$ cat src/sv/cetp_pkg.sv
// Shared types, constants and helpers for the color escape text parser.
`timescale 1ns / 1ps

package cetp_pkg;

    localparam logic [7:0] ESC_CODE     = 8'h15;
    localparam logic [7:0] NEWLINE_CODE = 8'h0A;
    localparam logic [7:0] RESTORE_CODE = 8'h72;
    localparam logic [7:0] DIGIT_0      = 8'h30;
    localparam logic [7:0] DIGIT_9      = 8'h39;
    localparam logic [7:0] LETTER_A     = 8'h61;
    localparam logic [7:0] LETTER_F     = 8'h66;
    localparam logic [7:0] LETTER_BIAS  = 8'h57;

    localparam logic [9:0] FULL_QUARTERS = 10'd1020;
    localparam logic [7:0] FULL_ALPHA    = 8'hFF;
    localparam logic [31:0] BASE_RESET   = 32'hFFFF_FFFF;

    localparam logic       REG_BASE_COLOR  = 1'b0;
    localparam logic       REG_SHADOW_MODE = 1'b1;

    localparam int QUEUE_DEPTH = 2;
    localparam int QPTR_W      = $clog2(QUEUE_DEPTH);

    localparam logic [23:0] PALETTE [16] = '{
        24'h272727, 24'h2d44aa, 24'h094816, 24'h30c2ca,
        24'hdb161a, 24'h9730c3, 24'h583337, 24'hadaba8,
        24'h525557, 24'h8bd7ff, 24'h7bd53a, 24'hf68008,
        24'hf9aecd, 24'hd344b1, 24'hf9f618, 24'hffffff
    };

    typedef enum logic [1:0] {
        ACT_GLYPH   = 2'd0,
        ACT_SET     = 2'd1,
        ACT_NEWLINE = 2'd2,
        ACT_FINISH  = 2'd3
    } action_t;

    typedef enum logic [2:0] {
        KIND_NONE,
        KIND_GLYPH,
        KIND_NEWLINE,
        KIND_BASE,
        KIND_PALETTE,
        KIND_ESC,
        KIND_ESC_PAIR
    } kind_t;

    // One classified byte: which results it causes, in slot order.
    typedef struct packed {
        logic       start;
        kind_t      kind;
        logic [7:0] code;
        logic       finish;
    } cmd_t;

    typedef struct packed {
        logic [31:0] base_color;
        logic        shadow;
    } cfg_t;

    typedef struct packed {
        logic full;
        logic empty;
    } q_status_t;

    // Slots: bit 0 string-start color, bit 1 body, bit 2 second glyph, bit 3 finish.
    function automatic logic [3:0] cmd_mask(input cmd_t cmd);
        cmd_mask = {cmd.finish, cmd.kind == KIND_ESC_PAIR,
                    cmd.kind != KIND_NONE, cmd.start};
    endfunction

endpackage

$ cat src/sv/cetp_front.sv
// Front end: accepts text bytes, tracks escape and string-start state, classifies bytes.
`timescale 1ns / 1ps

module cetp_front (
    input  logic                clk,
    input  logic                rst_n,
    input  logic                in_valid,
    output logic                in_stall,
    input  logic [7:0]          code,
    input  logic                last,
    input  cetp_pkg::q_status_t q_status,
    output logic                push,
    output cetp_pkg::cmd_t      push_data
);

    logic in_escape_reg, in_escape_next;
    logic at_start_reg, at_start_next;
    logic accept;
    logic is_digit, is_letter;
    cetp_pkg::cmd_t cmd;

    assign in_stall = q_status.full;
    assign accept   = in_valid && !q_status.full;

    always_comb
    begin
        is_digit  = (code >= cetp_pkg::DIGIT_0) && (code <= cetp_pkg::DIGIT_9);
        is_letter = (code >= cetp_pkg::LETTER_A) && (code <= cetp_pkg::LETTER_F);
        cmd.start  = at_start_reg;
        cmd.finish = last;
        cmd.code   = code;
        cmd.kind   = cetp_pkg::KIND_NONE;
        in_escape_next = in_escape_reg;
        at_start_next  = at_start_reg;
        if (in_escape_reg)
        begin
            if (code == cetp_pkg::NEWLINE_CODE)
                cmd.kind = cetp_pkg::KIND_NONE;
            else if (code == cetp_pkg::RESTORE_CODE)
                cmd.kind = cetp_pkg::KIND_BASE;
            else if (code == cetp_pkg::ESC_CODE)
                cmd.kind = cetp_pkg::KIND_ESC;
            else if (is_digit)
            begin
                cmd.kind = cetp_pkg::KIND_PALETTE;
                cmd.code = code - cetp_pkg::DIGIT_0;
            end
            else if (is_letter)
            begin
                cmd.kind = cetp_pkg::KIND_PALETTE;
                cmd.code = code - cetp_pkg::LETTER_BIAS;
            end
            else
                cmd.kind = cetp_pkg::KIND_ESC_PAIR;
        end
        else if (code == cetp_pkg::ESC_CODE)
            cmd.kind = last ? cetp_pkg::KIND_ESC : cetp_pkg::KIND_NONE;
        else if (code == cetp_pkg::NEWLINE_CODE)
            cmd.kind = cetp_pkg::KIND_NEWLINE;
        else
            cmd.kind = cetp_pkg::KIND_GLYPH;

        if (accept)
        begin
            in_escape_next = !in_escape_reg && (code == cetp_pkg::ESC_CODE) && !last;
            at_start_next  = last;
        end
    end

    // A byte that causes no result never enters the queue.
    assign push      = accept && (cetp_pkg::cmd_mask(cmd) != 4'd0);
    assign push_data = cmd;

    always_ff @(posedge clk or negedge rst_n)
    begin
        if (!rst_n)
        begin
            in_escape_reg <= 1'b0;
            at_start_reg  <= 1'b1;
        end
        else
        begin
            in_escape_reg <= in_escape_next;
            at_start_reg  <= at_start_next;
        end
    end

endmodule

$ cat src/sv/cetp_queue.sv
// Short command queue between the front end and the result expander.
`timescale 1ns / 1ps

module cetp_queue (
    input  logic                clk,
    input  logic                rst_n,
    input  logic                push,
    input  cetp_pkg::cmd_t      push_data,
    input  logic                pop,
    output cetp_pkg::cmd_t      pop_data,
    output cetp_pkg::q_status_t status
);

    cetp_pkg::cmd_t entry_reg [cetp_pkg::QUEUE_DEPTH];
    logic [cetp_pkg::QPTR_W-1:0] wr_ptr_reg, wr_ptr_next;
    logic [cetp_pkg::QPTR_W-1:0] rd_ptr_reg, rd_ptr_next;
    logic [cetp_pkg::QPTR_W:0]   cnt_reg, cnt_next;

    localparam logic [cetp_pkg::QPTR_W-1:0] LAST_PTR =
        cetp_pkg::QPTR_W'(cetp_pkg::QUEUE_DEPTH - 1);
    localparam logic [cetp_pkg::QPTR_W:0] FULL_CNT =
        (cetp_pkg::QPTR_W + 1)'(cetp_pkg::QUEUE_DEPTH);

    assign status.full  = (cnt_reg == FULL_CNT);
    assign status.empty = (cnt_reg == '0);
    assign pop_data     = entry_reg[rd_ptr_reg];

    always_comb
    begin
        wr_ptr_next = wr_ptr_reg;
        rd_ptr_next = rd_ptr_reg;
        cnt_next    = cnt_reg;
        if (push)
            wr_ptr_next = (wr_ptr_reg == LAST_PTR) ? '0 : wr_ptr_reg + 1'b1;
        if (pop)
            rd_ptr_next = (rd_ptr_reg == LAST_PTR) ? '0 : rd_ptr_reg + 1'b1;
        if (push && !pop)
            cnt_next = cnt_reg + 1'b1;
        else if (pop && !push)
            cnt_next = cnt_reg - 1'b1;
    end

    always_ff @(posedge clk)
    begin
        if (push)
            entry_reg[wr_ptr_reg] <= push_data;
    end

    always_ff @(posedge clk or negedge rst_n)
    begin
        if (!rst_n)
        begin
            wr_ptr_reg <= '0;
            rd_ptr_reg <= '0;
            cnt_reg    <= '0;
        end
        else
        begin
            wr_ptr_reg <= wr_ptr_next;
            rd_ptr_reg <= rd_ptr_next;
            cnt_reg    <= cnt_next;
        end
    end

endmodule

$ cat src/sv/cetp_back.sv
// Back end: expands each queued command into its results, one per cycle unless stalled.
`timescale 1ns / 1ps

module cetp_back (
    input  logic                clk,
    input  logic                rst_n,
    input  cetp_pkg::cfg_t      cfg,
    input  cetp_pkg::q_status_t q_status,
    input  cetp_pkg::cmd_t      q_data,
    output logic                pop,
    output logic                out_valid,
    input  logic                out_stall,
    output logic [1:0]          action,
    output logic [7:0]          glyph,
    output logic [9:0]          red,
    output logic [9:0]          green,
    output logic [9:0]          blue,
    output logic [7:0]          alpha,
    output logic                end_of_run
);

    cetp_pkg::cmd_t cur_reg, cur_next;
    logic [3:0] mask_reg, mask_next;
    logic [3:0] sel, rem, mask_after;
    logic       emit;

    logic       out_valid_reg, out_valid_next;
    cetp_pkg::action_t act_reg, act_next;
    logic [7:0] glyph_reg, glyph_next;
    logic [9:0] red_reg, red_next, green_reg, green_next, blue_reg, blue_next;
    logic [7:0] alpha_reg, alpha_next;
    logic       eor_reg, eor_next;

    logic [7:0]  shown_alpha;
    logic [9:0]  base_r, base_g, base_b, pal_r, pal_g, pal_b;
    logic [23:0] pal;

    always_comb
    begin
        shown_alpha = (cfg.base_color[31:24] == 8'd0) ? cetp_pkg::FULL_ALPHA
                                                      : cfg.base_color[31:24];
        if (cfg.shadow)
        begin
            base_r = {2'b00, cfg.base_color[23:18], 2'b00};
            base_g = {2'b00, cfg.base_color[15:10], 2'b00};
            base_b = {2'b00, cfg.base_color[7:2], 2'b00};
        end
        else
        begin
            base_r = {cfg.base_color[23:16], 2'b00};
            base_g = {cfg.base_color[15:8], 2'b00};
            base_b = {cfg.base_color[7:0], 2'b00};
        end
        pal = cetp_pkg::PALETTE[cur_reg.code[3:0]];
        if (cfg.shadow)
        begin
            pal_r = {2'b00, pal[23:16]};
            pal_g = {2'b00, pal[15:8]};
            pal_b = {2'b00, pal[7:0]};
        end
        else
        begin
            pal_r = {pal[23:16], 2'b00};
            pal_g = {pal[15:8], 2'b00};
            pal_b = {pal[7:0], 2'b00};
        end
    end

    always_comb
    begin
        // Lowest pending slot goes out first.
        sel = mask_reg & (~mask_reg + 4'd1);
        rem = mask_reg & ~sel;
        emit = (mask_reg != 4'd0) && (!out_valid_reg || !out_stall);
        mask_after = emit ? rem : mask_reg;
        pop = (mask_after == 4'd0) && !q_status.empty;
        mask_next = pop ? cetp_pkg::cmd_mask(q_data) : mask_after;
        cur_next  = pop ? q_data : cur_reg;
        out_valid_next = emit || (out_valid_reg && out_stall);
    end

    always_comb
    begin
        act_next   = cetp_pkg::ACT_GLYPH;
        glyph_next = 8'd0;
        red_next   = 10'd0;
        green_next = 10'd0;
        blue_next  = 10'd0;
        alpha_next = 8'd0;
        eor_next   = (rem == 4'd0);
        case (sel)
            4'b0001:
            begin
                act_next   = cetp_pkg::ACT_SET;
                red_next   = base_r;
                green_next = base_g;
                blue_next  = base_b;
                alpha_next = shown_alpha;
            end
            4'b0010:
            begin
                case (cur_reg.kind)
                    cetp_pkg::KIND_GLYPH:
                        glyph_next = cur_reg.code;
                    cetp_pkg::KIND_NEWLINE:
                        act_next = cetp_pkg::ACT_NEWLINE;
                    cetp_pkg::KIND_BASE:
                    begin
                        act_next   = cetp_pkg::ACT_SET;
                        red_next   = base_r;
                        green_next = base_g;
                        blue_next  = base_b;
                        alpha_next = shown_alpha;
                    end
                    cetp_pkg::KIND_PALETTE:
                    begin
                        act_next   = cetp_pkg::ACT_SET;
                        red_next   = pal_r;
                        green_next = pal_g;
                        blue_next  = pal_b;
                        alpha_next = shown_alpha;
                    end
                    default:
                        glyph_next = cetp_pkg::ESC_CODE;
                endcase
            end
            4'b0100:
                glyph_next = cur_reg.code;
            4'b1000:
            begin
                act_next   = cetp_pkg::ACT_FINISH;
                red_next   = cetp_pkg::FULL_QUARTERS;
                green_next = cetp_pkg::FULL_QUARTERS;
                blue_next  = cetp_pkg::FULL_QUARTERS;
                alpha_next = cetp_pkg::FULL_ALPHA;
            end
            default:
                eor_next = 1'b0;
        endcase
    end

    always_ff @(posedge clk or negedge rst_n)
    begin
        if (!rst_n)
        begin
            mask_reg      <= 4'd0;
            out_valid_reg <= 1'b0;
        end
        else
        begin
            mask_reg      <= mask_next;
            out_valid_reg <= out_valid_next;
        end
    end

    always_ff @(posedge clk)
    begin
        cur_reg <= cur_next;
        if (emit)
        begin
            act_reg   <= act_next;
            glyph_reg <= glyph_next;
            red_reg   <= red_next;
            green_reg <= green_next;
            blue_reg  <= blue_next;
            alpha_reg <= alpha_next;
            eor_reg   <= eor_next;
        end
    end

    assign out_valid  = out_valid_reg;
    assign action     = act_reg;
    assign glyph      = glyph_reg;
    assign red        = red_reg;
    assign green      = green_reg;
    assign blue       = blue_reg;
    assign alpha      = alpha_reg;
    assign end_of_run = eor_reg;

endmodule

$ cat src/sv/color_escape_text_parser_top.sv
// Top level of the color escape text parser: registers, front end, queue and back end.
`timescale 1ns / 1ps

// Channel   Direction  Handshake            Payload
// input     in         in_valid / in_stall  code, last
// output    out        out_valid / out_stall action, glyph, red, green, blue, alpha, end_of_run
// config    in         cfg_write            cfg_index, cfg_data
//
// A byte causes up to three results; the back end sends one result per cycle
// while out_stall is low, and bytes with no result never enter the queue.
// The front end takes a new byte every cycle while the two-entry command queue has room.
// Reset clears the escape state, sets string start, and loads base color white, shadow off.
// A stall on the output holds the output register; the queue absorbs bytes meanwhile.

module color_escape_text_parser_top (
    input  logic        clk,
    input  logic        rst_n,
    input  logic        in_valid,
    output logic        in_stall,
    input  logic [7:0]  code,
    input  logic        last,
    output logic        out_valid,
    input  logic        out_stall,
    output logic [1:0]  action,
    output logic [7:0]  glyph,
    output logic [9:0]  red,
    output logic [9:0]  green,
    output logic [9:0]  blue,
    output logic [7:0]  alpha,
    output logic        end_of_run,
    input  logic        cfg_write,
    input  logic        cfg_index,
    input  logic [31:0] cfg_data
);

    cetp_pkg::cfg_t      cfg_reg, cfg_next;
    cetp_pkg::q_status_t q_status;
    cetp_pkg::cmd_t      push_data, pop_data;
    logic                push, pop;

    always_comb
    begin
        cfg_next = cfg_reg;
        if (cfg_write)
        begin
            case (cfg_index)
                cetp_pkg::REG_BASE_COLOR:  cfg_next.base_color = cfg_data;
                cetp_pkg::REG_SHADOW_MODE: cfg_next.shadow     = cfg_data[0];
                default:                   cfg_next = cfg_reg;
            endcase
        end
    end

    always_ff @(posedge clk or negedge rst_n)
    begin
        if (!rst_n)
        begin
            cfg_reg.base_color <= cetp_pkg::BASE_RESET;
            cfg_reg.shadow     <= 1'b0;
        end
        else
            cfg_reg <= cfg_next;
    end

    cetp_front u_front (
        .clk       (clk),
        .rst_n     (rst_n),
        .in_valid  (in_valid),
        .in_stall  (in_stall),
        .code      (code),
        .last      (last),
        .q_status  (q_status),
        .push      (push),
        .push_data (push_data)
    );

    cetp_queue u_queue (
        .clk       (clk),
        .rst_n     (rst_n),
        .push      (push),
        .push_data (push_data),
        .pop       (pop),
        .pop_data  (pop_data),
        .status    (q_status)
    );

    cetp_back u_back (
        .clk        (clk),
        .rst_n      (rst_n),
        .cfg        (cfg_reg),
        .q_status   (q_status),
        .q_data     (pop_data),
        .pop        (pop),
        .out_valid  (out_valid),
        .out_stall  (out_stall),
        .action     (action),
        .glyph      (glyph),
        .red        (red),
        .green      (green),
        .blue       (blue),
        .alpha      (alpha),
        .end_of_run (end_of_run)
    );

    // The finish result always closes the run of its byte.
    assert property (@(posedge clk) disable iff (!rst_n)
        out_valid && (action == 2'(cetp_pkg::ACT_FINISH)) |-> end_of_run)
        else $error("finish result without end of run");

    // Glyph and new-line results carry no color.
    assert property (@(posedge clk) disable iff (!rst_n)
        out_valid && ((action == 2'(cetp_pkg::ACT_GLYPH)) ||
                      (action == 2'(cetp_pkg::ACT_NEWLINE)))
        |-> (red == 10'd0) && (green == 10'd0) && (blue == 10'd0) && (alpha == 8'd0))
        else $error("color on a non-color result");

    // The front end never writes into a full queue, and the back end never reads an empty one.
    assert property (@(posedge clk) disable iff (!rst_n)
        !(push && q_status.full) && !(pop && q_status.empty))
        else $error("queue overflow or underflow");

endmodule
$ cat config.mk
export PLATFORM = sky130hd
export DESIGN_NAME = color_escape_text_parser_top
export DESIGN_NICKNAME = d
export VERILOG_FILES = /design/src/sv/cetp_pkg.sv /design/src/sv/cetp_front.sv /design/src/sv/cetp_queue.sv /design/src/sv/cetp_back.sv /design/src/sv/color_escape_text_parser_top.sv
export SDC_FILE = /design/constraint.sdc
export NUM_CORES = 1
export LEC_CHECK = 0
export BUFFER_PORTS_ARGS = -buffer_cell sky130_fd_sc_hd__buf_2
export CORE_ASPECT_RATIO = 1.4
export CORE_UTILIZATION = 52
export CTS_CLUSTER_SIZE = 16
export DETAILED_ROUTE_END_ITERATION = 7
export PLACE_DENSITY = 0.76
export SLEW_MARGIN = 30
export SYNTH_ARGS = -nofsm -noshare
export SYNTH_HDL_FRONTEND = slang
export SYNTH_HIERARCHICAL = 1
export SYNTH_SLANG_ARGS = --single-unit
$ cat constraint.sdc
create_clock -name clk -period 4 [get_ports clk]
set_input_delay 0.4 -clock clk [delete_from_list [all_inputs] [get_ports clk]]
set_output_delay 0.4 -clock clk [all_outputs]
set_load 0.01 [all_outputs]
==> flow_metrics.env <==
export IMPL_cts_sinks=130
export IMPL_clk_pin_slew_ns=0.06
export IMPL_portBuffers=97
export IMPL_std_cell_rows=49
export IMPL_ant_nets=0
export IMPL_relSlewSlack_pct=32.7
export IMPL_drive_above_1_share_pct=36.8
export IMPL_ff2ff_setup_slack_ns=1.26
export IMPL_p_leak_nw=3.30
export IMPL_status="complete, no violations"
export IMPL_crit_chain="a21o_1 > a2111oi_0 > a311oi_1 > inv_1 > inv_1 > ha_1 > xor2_1 > nor2_1 > xor2_1"
export IMPL_routed_wl_um=15600
export IMPL_h_tree_depth=4
export IMPL_finClkSkew_ns=0.00982
export IMPL_yosysSeqAreaShare_pct=53.4
export IMPL_ioPinCount=98
export IMPL_grt_usage_pct=23.6
export IMPL_die_h_um=139
export IMPL_finalSetupViolations=0
export IMPL_grt_pass1_vias=4902
export IMPL_clk_latency_ns=0.42
export IMPL_ctsResizeCount=0
export IMPL_antenna_found_initial=0
export IMPL_cts_buffers=17
export IMPL_fin_nets=706
export IMPL_timing_critical_path_from="u_back/mask_reg[0]$_DFF_PN0_"
export IMPL_tightest_slew_ns=1.01
export IMPL_die_area_mm2=0.0139
export IMPL_grt_pass1_wl_um=24900
export IMPL_initial_core_util_pct=53.7
export IMPL_crit_fanout=20
export IMPL_cp_required_ns=4.34
export IMPL_ys_async_sr_fraction_pct=33.8
export IMPL_yosysWarnings=6
export IMPL_ys_ff_latch=130
export IMPL_regToRegEndpoint="u_queue/cnt_reg[1]$_DFFE_PN0P_"
export IMPL_rsz0062_at_grt="false"
export IMPL_worstSetupEndpoint="u_queue/cnt_reg[1]$_DFFE_PN0P_"
export IMPL_cp_top_family="compound AO/OA/AOI/OAI gates"
export IMPL_vias_per_cell=5.88
export IMPL_cts_tree="yes"
export IMPL_syn2layout_area_growth_pct=16.3
export IMPL_drt_iter0_drc=310
export IMPL_min_period_over_period_pct=68.4
export IMPL_postCtsSetupBuffers=0
export IMPL_final_max_slew_viol_count=0
export IMPL_holdBufCountCts=0
export IMPL_ff2ff_path_depth=9
export IMPL_start_kind="register"
export IMPL_syn_area_per_cell_um2=12.6
export IMPL_critPathSlowestCell="dfrtp_1"
export IMPL_synth_cells=555
export IMPL_worstPathArrival_ns=3.07
export IMPL_maxCapViolCount=0
export IMPL_timing_fmax_mhz=366
export IMPL_largest_reg_flops=33
export IMPL_path_depth=9
export IMPL_hold_violations=0
export IMPL_reg2reg_from="u_back/mask_reg[0]$_DFF_PN0_"
export IMPL_fp_dieW_um=99.9
export IMPL_grt_ovfl_total=0
export IMPL_cp_end_kind="register"
export IMPL_diodes=0
export IMPL_fillers=1042
export IMPL_synth_edf_count=86
export IMPL_root_buffer="clkbuf_16"
export IMPL_fin_tns_setup_ns=0
export IMPL_syn_nets=619
export IMPL_powerDensity_mw_per_mm2=794
export IMPL_cts_max_path_buffers=2
export IMPL_routedWlPerCell_um=18.7
export IMPL_cpPeakStageDelay_ns=0.61
export IMPL_dpl_cell_count=801
export IMPL_min_period_ns=2.74
export IMPL_grt_max_degree=45
export IMPL_drt_pass1_iterations=5
export IMPL_layoutNonFillerInstCount=833
export IMPL_drcViolationCount=0
export IMPL_gp_congestion=0.944
export IMPL_hpwl_um=11100
export IMPL_num_vias=4898
export IMPL_peakVddDrop_mv=0.307
export IMPL_hold_class="primary input to asynchronous set/reset pin"
export IMPL_critPathBufInv=2
export IMPL_coreArea_mm2=0.0130
export IMPL_synthFlopType="edfxtp_1"
export IMPL_synth_area_mm2=0.00698
export IMPL_worst_setup_path_type="register to register"
export IMPL_synth_cell_type_count=80
-- kinds of logic after synthesis --
group           count (synthesis)  synth area share (%)
xor+xnor                       11                  1.38
compound gates                148                  14.4
mux                            75                  13.7
fa+ha+maj                      18                  3.19
flops                         130                  53.4
simple gates                  122                  9.73
buf+inv                        51                  4.21
-- where the power goes --
group / switching [mW] / internal [mW]
sequential: 0.404 / 2.13
clock: 0.581 / 0.847
combinational: 1.43 / 1.04
total: 2.42 / 4.02
-- cell type report --
cell class | count | area (µm²) | share of cell area [%]
flip-flops and latches | 130 | 3720 | 45.9
well taps | 178 | 223 | 2.74
multi-input cells | 374 | 2990 | 36.8
inverters | 15 | 56.3 | 0.694
clock inverters | 14 | 116 | 1.43
repair buffers | 104 | 578 | 7.12
clock buffers | 18 | 429 | 5.29
-- cells in the mapped netlist (all sizes together), types with 3 or more instances --
cell type	n	area share (%)
a211o	3	0.38
a211oi	5	0.54
a21o	11	1.2
a21oi	24	1.7
a31o	3	0.38
a31oi	9	0.81
and2	9	0.81
buf	20	2.5
clkbuf	16	0.86
dfrtp	11	3.9
dfstp	33	12
edfxtp	86	37
ha	17	3.0
inv	14	0.75
mux2	55	10
mux2i	18	2.6
nand2	21	1.1
nand2b	9	0.81
nand3	9	0.65
nand3b	3	0.32
nor2	29	1.6
nor2b	14	1.4
nor3	9	0.95
nor4	3	0.27
o21a	9	0.97
o21ai	39	2.9
o221ai	8	1.0
o22a	3	0.38
o31ai	8	0.86
or3	3	0.27
xnor2	5	0.63
xor2	6	0.75
-- metal layers --
metal  routed length (µm)  track usage [%]
met5                    0                0
met4                  755             14.9
met3                  802             5.29
met2                 8370             40.8
met1                 5680             25.8
-- cells in the final DEF, fill, tap and decap left out, drive strengths merged, types with 3 or more instances in the layout --
master / instances
a211o: 3
a211oi: 5
a21o: 11
a21oi: 24
a31o: 3
a31oi: 9
and2: 9
buf: 104
clkbuf: 18
clkinv: 8
clkinvlp: 5
dfrtp: 11
dfstp: 33
edfxtp: 86
ha: 17
inv: 15
mux2: 55
mux2i: 18
nand2: 21
nand2b: 9
nand3: 9
nand3b: 3
nor2: 29
nor2b: 14
nor3: 9
nor4: 3
o21a: 9
o21ai: 39
o221ai: 8
o22a: 3
o31ai: 8
or3: 3
xnor2: 5
xor2: 6
-- worst min path at each step --
stage | slack [ns] | cells past startpoint | from | end
4_1_cts | 0.07 | 2 | rst_n | cfg_reg[0]$_DFFE_PN0P_
2_1_floorplan | 0.10 | 0 | rst_n | cfg_reg[0]$_DFFE_PN0P_
6_report | 0.07 | 2 | rst_n | cfg_reg[0]$_DFFE_PN0P_
3_3_place_gp | 0.47 | 1 | u_queue/wr_ptr_reg$_DFFE_PN0P_ | u_queue/wr_ptr_reg$_DFFE_PN0P_
5_1_grt | 0.11 | 2 | rst_n | u_queue/rd_ptr_reg$_DFFE_PN0P_
3_5_place_dp | 0.48 | 1 | u_queue/wr_ptr_reg$_DFFE_PN0P_ | u_queue/wr_ptr_reg$_DFFE_PN0P_
-- through the flow --
stage / area [µm²] / hold slack (ns) / setup WS [ns] / utilization (%) / total power [mW]
2_1_floorplan: 6980 / 0.104 / 0.142 / - / 4.23
3_3_place_gp: 7500 / 0.473 / 1.42 / 57.7 / 4.91
3_5_place_dp: 7560 / 0.481 / 1.32 / 58.2 / 4.99
4_1_cts: 8110 / 0.0691 / 1.29 / 62.4 / 6.44
5_1_grt: 8110 / 0.110 / 0.974 / 62.4 / 6.79
6_report: 8110 / 0.0687 / 1.26 / 62.4 / 6.44
(Power assumes the default switching activity.)
